### src/design/pdtx_pkg.sv
// Shared types, constants and microcode for the PD transmit token framer.
`default_nettype none
package pdtx_pkg;

	localparam int MAX_OBJECTS_DEF = 7;
	localparam int NUM_OBJ_FIELDS  = 7;
	localparam int OBJ_W           = 32;
	localparam int HDR_W           = 16;
	localparam int CNT_W           = 3;
	localparam int TYPE_W          = 2;
	localparam int REM_W           = CNT_W + 2;
	localparam int HDR_LSB         = 0;
	localparam int CNT_LSB         = HDR_LSB + HDR_W;
	localparam int OBJ_LSB         = CNT_LSB + CNT_W;
	localparam int S_TDATA_BITS    = OBJ_LSB + NUM_OBJ_FIELDS * OBJ_W;
	localparam int S_TDATA_W       = ((S_TDATA_BITS + 7) / 8) * 8;
	localparam int CNT_SHIFT       = 12;

	localparam logic [TYPE_W-1:0] TYPE_SOP     = 2'd0;
	localparam logic [TYPE_W-1:0] TYPE_SOP_P   = 2'd1;
	localparam logic [TYPE_W-1:0] TYPE_SOP_PP  = 2'd2;
	localparam logic [TYPE_W-1:0] TYPE_INVALID = 2'd3;

	localparam logic [7:0] TOK_SYNC1   = 8'h12;
	localparam logic [7:0] TOK_SYNC2   = 8'h13;
	localparam logic [7:0] TOK_SYNC3   = 8'h1B;
	localparam logic [7:0] TOK_JAMCRC  = 8'hFF;
	localparam logic [7:0] TOK_EOP     = 8'h14;
	localparam logic [7:0] TOK_TXOFF   = 8'hFE;
	localparam logic [7:0] TOK_TXON    = 8'hA1;
	localparam logic [7:0] TOK_PACKSYM = 8'h80;

	localparam int PC_W = 4;
	localparam logic [PC_W-1:0] PC_SOP0  = 4'd0;
	localparam logic [PC_W-1:0] PC_SOP1  = 4'd1;
	localparam logic [PC_W-1:0] PC_SOP2  = 4'd2;
	localparam logic [PC_W-1:0] PC_SOP3  = 4'd3;
	localparam logic [PC_W-1:0] PC_PACK  = 4'd4;
	localparam logic [PC_W-1:0] PC_HLO   = 4'd5;
	localparam logic [PC_W-1:0] PC_HHI   = 4'd6;
	localparam logic [PC_W-1:0] PC_OBJ   = 4'd7;
	localparam logic [PC_W-1:0] PC_JAM   = 4'd8;
	localparam logic [PC_W-1:0] PC_EOP   = 4'd9;
	localparam logic [PC_W-1:0] PC_TXOFF = 4'd10;
	localparam logic [PC_W-1:0] PC_TXON  = 4'd11;
	localparam logic [PC_W-1:0] PC_ERR   = 4'd12;

	localparam logic [2:0] SRC_ZERO = 3'd0;
	localparam logic [2:0] SRC_SOP  = 3'd1;
	localparam logic [2:0] SRC_PACK = 3'd2;
	localparam logic [2:0] SRC_HLO  = 3'd3;
	localparam logic [2:0] SRC_HHI  = 3'd4;
	localparam logic [2:0] SRC_OBJ  = 3'd5;
	localparam logic [2:0] SRC_TOK  = 3'd6;

	localparam logic [1:0] JC_NEXT  = 2'd0;
	localparam logic [1:0] JC_NOOBJ = 2'd1;
	localparam logic [1:0] JC_MORE  = 2'd2;
	localparam logic [1:0] JC_END   = 2'd3;

	typedef struct packed {
		logic [2:0]      src;
		logic [7:0]      tok;
		logic [1:0]      idx;
		logic            last;
		logic            bad;
		logic [1:0]      jc;
		logic [PC_W-1:0] tgt;
	} ctl_word_t;

	typedef struct packed {
		logic start;
		logic bad;
	} seq_cmd_t;

	typedef struct packed {
		logic no_obj;
		logic more;
	} seq_cond_t;

	function automatic logic [7:0] sop_token(input logic [TYPE_W-1:0] kind,
		input logic [1:0] idx);
		logic [7:0] t;
		t = TOK_SYNC1;
		unique case (kind)
			TYPE_SOP:    t = (idx == 2'd3) ? TOK_SYNC2 : TOK_SYNC1;
			TYPE_SOP_P:  t = idx[1] ? TOK_SYNC3 : TOK_SYNC1;
			TYPE_SOP_PP: t = idx[0] ? TOK_SYNC3 : TOK_SYNC1;
			default:     t = TOK_SYNC1;
		endcase
		return t;
	endfunction

	function automatic ctl_word_t ucode(input logic [PC_W-1:0] pc);
		ctl_word_t w;
		w = '{src: SRC_ZERO, tok: 8'h00, idx: 2'd0, last: 1'b0, bad: 1'b0,
			jc: JC_NEXT, tgt: PC_SOP0};
		unique case (pc)
			PC_SOP0:  begin w.src = SRC_SOP; w.idx = 2'd0; end
			PC_SOP1:  begin w.src = SRC_SOP; w.idx = 2'd1; end
			PC_SOP2:  begin w.src = SRC_SOP; w.idx = 2'd2; end
			PC_SOP3:  begin w.src = SRC_SOP; w.idx = 2'd3; end
			PC_PACK:  w.src = SRC_PACK;
			PC_HLO:   w.src = SRC_HLO;
			PC_HHI:   begin w.src = SRC_HHI; w.jc = JC_NOOBJ; w.tgt = PC_JAM; end
			PC_OBJ:   begin w.src = SRC_OBJ; w.jc = JC_MORE; w.tgt = PC_OBJ; end
			PC_JAM:   begin w.src = SRC_TOK; w.tok = TOK_JAMCRC; end
			PC_EOP:   begin w.src = SRC_TOK; w.tok = TOK_EOP; end
			PC_TXOFF: begin w.src = SRC_TOK; w.tok = TOK_TXOFF; end
			PC_TXON:  begin
				w.src = SRC_TOK; w.tok = TOK_TXON; w.last = 1'b1; w.jc = JC_END;
			end
			PC_ERR:   begin w.last = 1'b1; w.bad = 1'b1; w.jc = JC_END; end
			default:  begin w.last = 1'b1; w.jc = JC_END; end
		endcase
		return w;
	endfunction

endpackage
`default_nettype wire

### src/design/pdtx_useq.sv
// Microcode sequencer: step counter, control store and conditional jumps.
`default_nettype none
module pdtx_useq
	import pdtx_pkg::*;
(
	input  wire logic      clk,
	input  wire logic      arst_n,
	input  wire seq_cmd_t  cmd,
	input  wire logic      step,
	input  wire seq_cond_t cond,
	output ctl_word_t      ctl,
	output logic           busy
);

	logic [PC_W-1:0] pc_q;
	logic            busy_q;
	logic            take;

	assign ctl  = ucode(pc_q);
	assign busy = busy_q;
	assign take = (ctl.jc == JC_NOOBJ && cond.no_obj) || (ctl.jc == JC_MORE && cond.more);

	always_ff @(posedge clk or negedge arst_n) begin
		if (!arst_n) begin
			busy_q <= 1'b0;
			pc_q   <= PC_SOP0;
		end else if (cmd.start) begin
			busy_q <= 1'b1;
			pc_q   <= cmd.bad ? PC_ERR : PC_SOP0;
		end else if (step) begin
			priority if (ctl.jc == JC_END) begin
				busy_q <= 1'b0;
			end else if (take) begin
				pc_q <= ctl.tgt;
			end else begin
				pc_q <= pc_q + 1'b1;
			end
		end
	end

endmodule
`default_nettype wire

### src/design/pd_tx_token_framer.sv
// Top level of the PD transmit token framer: message registers, byte datapath, output beat.
//
//  channel  dir  tdata                                   tuser      tlast
//  s_axis   in   header, obj_cnt, object_0..6 (248)      os_type    -
//  m_axis   out  fifo_byte (8)                           bad_request last_byte
//
// One message gives 11+4N output beats, one per cycle while m_axis_tready is high;
// an invalid type or oversized count gives one beat. The microcode sequencer sets
// the pace: one control word per beat. The sequencer goes idle, raising s_axis_tready,
// as the last beat enters the output register, so a new message is accepted only after
// the previous one has been stepped out. Reset clears the sequencer and the output valid.
// A stalled output beat holds the sequencer.
`default_nettype none
module pd_tx_token_framer
	import pdtx_pkg::*;
#(
	parameter int MAX_OBJECTS = MAX_OBJECTS_DEF
) (
	input  wire logic                 clk,
	input  wire logic                 arst_n,
	input  wire logic                 s_axis_tvalid,
	output logic                      s_axis_tready,
	// header[15:0], obj_cnt[18:16], object_0 .. object_6 from bit 19, zero pad
	input  wire logic [S_TDATA_W-1:0] s_axis_tdata,
	// os_type[1:0]
	input  wire logic [TYPE_W-1:0]    s_axis_tuser,
	output logic                      m_axis_tvalid,
	input  wire logic                 m_axis_tready,
	// fifo_byte[7:0]
	output logic [7:0]                m_axis_tdata,
	// bad_request[0]
	output logic                      m_axis_tuser,
	output logic                      m_axis_tlast
);

	localparam int OBJ_SR_W = MAX_OBJECTS * OBJ_W;

	logic [HDR_W-1:0]    hdr_q;
	logic [CNT_W-1:0]    cnt_q;
	logic [TYPE_W-1:0]   type_q;
	logic [REM_W-1:0]    rem_q;
	logic [OBJ_SR_W-1:0] obj_sr_q;
	logic [OBJ_SR_W-1:0] obj_load;

	logic       m_valid_q;
	logic [7:0] m_data_q;
	logic       m_last_q;
	logic       m_bad_q;

	logic             accept;
	logic             step;
	logic             busy;
	logic [HDR_W-1:0] in_hdr;
	logic [CNT_W-1:0] in_cnt;
	logic             in_bad;
	logic [7:0]       byte_d;
	seq_cmd_t         cmd;
	seq_cond_t        cond;
	ctl_word_t        ctl;

	for (genvar k = 0; k < MAX_OBJECTS; k++) begin : g_obj
		assign obj_load[k*OBJ_W +: OBJ_W] = s_axis_tdata[OBJ_LSB + k*OBJ_W +: OBJ_W];
	end

	assign in_hdr = s_axis_tdata[HDR_LSB +: HDR_W];
	assign in_cnt = s_axis_tdata[CNT_LSB +: CNT_W];
	assign in_bad = (s_axis_tuser == TYPE_INVALID) || (int'(in_cnt) > MAX_OBJECTS);

	assign s_axis_tready = !busy;
	assign accept        = s_axis_tvalid && s_axis_tready;
	assign step          = busy && (!m_valid_q || m_axis_tready);

	assign cmd.start   = accept;
	assign cmd.bad     = in_bad;
	assign cond.no_obj = (cnt_q == '0);
	assign cond.more   = (rem_q != REM_W'(1));

	pdtx_useq u_useq (
		.clk    (clk),
		.arst_n (arst_n),
		.cmd    (cmd),
		.step   (step),
		.cond   (cond),
		.ctl    (ctl),
		.busy   (busy)
	);

	always_comb begin
		unique case (ctl.src)
			SRC_SOP:  byte_d = sop_token(type_q, ctl.idx);
			SRC_PACK: byte_d = TOK_PACKSYM | {3'b000, cnt_q, 2'b10};
			SRC_HLO:  byte_d = hdr_q[7:0];
			SRC_HHI:  byte_d = hdr_q[15:8];
			SRC_OBJ:  byte_d = obj_sr_q[7:0];
			SRC_TOK:  byte_d = ctl.tok;
			default:  byte_d = 8'h00;
		endcase
	end

	always_ff @(posedge clk) begin
		if (accept) begin
			hdr_q    <= {in_hdr[15], in_cnt, in_hdr[CNT_SHIFT-1:0]};
			cnt_q    <= in_cnt;
			type_q   <= s_axis_tuser;
			rem_q    <= {in_cnt, 2'b00};
			obj_sr_q <= obj_load;
		end else if (step && ctl.src == SRC_OBJ) begin
			rem_q    <= rem_q - REM_W'(1);
			obj_sr_q <= obj_sr_q >> 8;
		end
	end

	always_ff @(posedge clk or negedge arst_n) begin
		if (!arst_n) begin
			m_valid_q <= 1'b0;
		end else if (step) begin
			m_valid_q <= 1'b1;
		end else if (m_axis_tready) begin
			m_valid_q <= 1'b0;
		end
	end

	always_ff @(posedge clk) begin
		if (step) begin
			m_data_q <= byte_d;
			m_last_q <= ctl.last;
			m_bad_q  <= ctl.bad;
		end
	end

	assign m_axis_tvalid = m_valid_q;
	assign m_axis_tdata  = m_data_q;
	assign m_axis_tlast  = m_last_q;
	assign m_axis_tuser  = m_bad_q;

endmodule
`default_nettype wire

### config.mk
export PLATFORM = sky130hd
export DESIGN_NAME = pd_tx_token_framer
export DESIGN_NICKNAME = d
export VERILOG_FILES = /design/src/design/pdtx_pkg.sv /design/src/design/pdtx_useq.sv /design/src/design/pd_tx_token_framer.sv
export SDC_FILE = /design/constraint.sdc
export NUM_CORES = 1
export LEC_CHECK = 0
export ABC_AREA = 1
export BUFFER_PORTS_ARGS = -buffer_cell sky130_fd_sc_hd__buf_2
export CAP_MARGIN = 30
export CORE_MARGIN = 1
export CORE_UTILIZATION = 49
export CTS_CLUSTER_DIAMETER = 100
export DETAILED_ROUTE_END_ITERATION = 16
export PLACE_DENSITY = 0.76
export SYNTH_ARGS = -nofsm -noshare
export SYNTH_HDL_FRONTEND = slang
export SYNTH_SLANG_ARGS = --single-unit
export TNS_END_PERCENT = 100
### constraint.sdc
create_clock -name clk -period 6.4 [get_ports clk]
set_input_delay 0.96 -clock clk [delete_from_list [all_inputs] [get_ports clk]]
set_output_delay 0.96 -clock clk [all_outputs]
set_load 0.01 [all_outputs]
==> results.toml <==
[outcome]
status = "completed"

[layout]
fillerInstances = 1887
ff_latch_area_mm2 = 0.007848
drive_above_1_share_pct = 21.75
finalNetCount = 1682
multi_input_area_mm2 = 0.003379
areaGrowthSynthToFinish_pct = 20.62

[timing]
finalHoldViolCount = 0
clock_skew_ns = 0.01840
setup_viol = 0
max_freq_mhz = 301.4
post-route-period-util_pct = 51.85
rsz0062_at_grt = "no"
max_slew_margin_pct = 32.54
tns_ns = 0
worst_pin_slew_ns = 1.012
maxSlewViolCount = 0
period_minus_slack_ns = 3.318

[critical_path]
endpoint_kind = "flop"
critPathArrivalTime_ns = 3.47
cp_data_required_time_ns = 6.55
start_kind = "flop"
critPathKind = "reg2reg"
path_max_fanout = 72

[clocking]
cts_tree = "done"
htreeDepth = 1
ctsHoldBuffers = 0
cts_setup_buffers = 0
cts_buffers = 29
cts_buffer_depth = 3
root_buffer = "clkbuf_16"
clock_sinks = 263
cts_resized = 0
clk_latency_ns = 0.54
cts.clk_slew.worst_paths_ns = 0.06

[logic_synthesis]
yosys-top-cells-area = "edfxtp_1, nand2_1, dfrtp_1, nor2_1, buf_2"
syn_nets = 1441
ys_async_sr_fraction_pct = 2.281
synth-edff-count = 255
yosysSeqAreaShare_pct = 67.68
mappedNetlistArea_mm2 = 0.01159
synthCells = 1180
synth_ff_type = "edfxtp_1"
ys_warn_count = 0
synth.largest_area_cell = "edfxtp_1"
ys_ff_latch = 263
postSynthAreaPerCell_um2 = 9.826
synthDistinctLibCells = 29
netlist.area_leader.share_pct = 66.04

[place]
gp_congestion = 0.8929
numPortBuffers = 257
dp_hpwl_um = 16190

[run]
cap_viol_max_count = 0

[detailed_routing]
drc_errors = 0
drtIter0Drc = 608
wire_per_inst_um = 14.13
drtAntennaViolNets = 0
drt_first_pass_iters = 5
wl_um = 24830
viasPerCell = 4.874
vias = 8568

[global_routing]
grt_pass1_vias = 8383
overflow = 0
grt_max_degree = 241
antenna_found_initial = 2
track_usage_pct = 20.30
grt_pass1_wl_um = 39300

[floorplanning]
placementRows = 55
die_w_um = 155.8
ios = 266
start_util_pct = 50.60
dieArea_mm2 = 0.02428
core_area_mm2 = 0.02292
die_y_um = 155.8

[power_and_ir_drop]
p_per_area_mw_per_mm2 = 383.2
worst_ir_drop_vdd_mv = 0.2805
power.total_uw = 5359
p_leak_uw = 0.006402

[hold_path]
hp-class = "in2async"
routing by layer:
| metal | wire, µm | share of wire, % | up-vias | GRT usage (%) |
|---|---|---|---|---|
| met3 | 2047 | 8.2 | 43 | 4.889 |
| met5 | 13 | 0.052 | - | 0 |
| met4 | 570 | 2.3 | 2 | 5.882 |
| met2 | 11960 | 48 | 308 | 34.23 |
| met1 | 10240 | 41 | 3914 | 26.05 |
| li1 | - | - | 4301 | - |
worst paths after layout:
| check | startpoint | end | slack, ns | depth (start not counted) |
|---|---|---|---|---|
| max | u_useq.pc_q[0] | obj_sr_q[64] | 3.08 | 10 |
| min | arst_n | u_useq.pc_q[2] | 0.23 | 1 |
| max reg2reg | u_useq.pc_q[0] | obj_sr_q[64] | 3.08 | 10 |
| min reg2reg | rem_q[1] | rem_q[1] | 0.50 | 2 |
| max in group asynchronous | arst_n | u_useq.pc_q[1] | 6.00 | 1 |
| min in group clk | rem_q[1] | rem_q[1] | 0.50 | 2 |
where the power goes:
part	total (µW)	switching (µW)	internal [µW]	leakage [µW]
Sequential	2560	116	2450	0.00246
Clock	1520	640	880	0.000424
Combinational	1280	892	386	0.00352
Total	5360	1650	3710	0.00640
cells by family after synthesis:
group	Yosys count	synth area share [%]
AOI/OAI and AO/OA	17	0.8202
xor gates and xnor gates	4	0.3022
adders and majority gates	7	0.7553
buffers and inverters	88	3.378
DFF	263	67.68
and+or+nand+nor	801	27.06
cells in the final DEF (no fill, tap or decap), types with 4 or more instances in the layout:
cell type / n
nor2_4: 4
clkbuf_1: 12
nand4_1: 15
inv_1: 33
clkbuf_8: 4
buf_2: 257
a21oi_1: 8
edfxtp_1: 255
nand3_1: 16
dfrtp_1: 6
nand2_1: 718
ha_1: 7
clkinv_1: 5
clkbuf_16: 29
nor2_1: 38
cell usage after synthesis, types with 2 or more instances:
master and number:
xor2_1 3, edfxtp_1 255, a21oi_1 8, nor2_1 39
nor2_4 3, buf_2 29, nor3_1 3, inv_1 33
dfxtp_1 2, buf_6 2, clkbuf_1 20, nand3_2 2
nor2_2 2, nand2_1 719, inv_2 3, o21ai_0 3
nand3_1 16, ha_1 7, nand4_1 15, dfrtp_1 6
o21ai_1 2
registers in the layout, indices dropped and copies added (netlist names):
name / count
rem_q: 5
m_axis_tvalid: 1
u_useq.pc_q: 4
m_axis_tuser: 1
type_q: 2
m_axis_tdata: 8
obj_sr_q: 224
u_useq.busy: 1
m_axis_tlast: 1
hdr_q: 16
final cells by class:
cell class / count / share of cell area (%)
flip-flops and latches: 263 / 56.11
multi-input cells: 829 / 24.16
repair buffers: 262 / 9.698
clock buffers: 45 / 5.904
well taps: 313 / 2.800
inverters: 36 / 1.002
clock inverters: 9 / 0.3042
diodes: 1 / 0.01789
critical path, stage by stage, from the launching register on:
cell     delay [ns]
dfrtp_1        0.49
inv_1          0.11
ha_1           0.23
nor2_1         0.21
nand2_1        0.08
nand2_1        0.18
nand4_4        0.17
nor3_4         0.25
inv_2          0.12
nand2_8        0.26
buf_4          0.77
per-stage QoR:
step                setup WS (ns)  utilization, %  hold slack (ns)  instances  area [µm²]
finish                      3.082           61.03           0.2320       1758       13990
global route                2.858           61.03           0.2210       1758       13990
CTS                         3.094           61.02           0.2090       1757       13980
detailed placement          3.128           57.23           0.4960       1703       13120
global placement            2.536           57.11           0.4787       1702       13090
floorplan                   1.607               -           0.4791       1180       11600
Note: power is estimated with default switching activity, not from simulation.
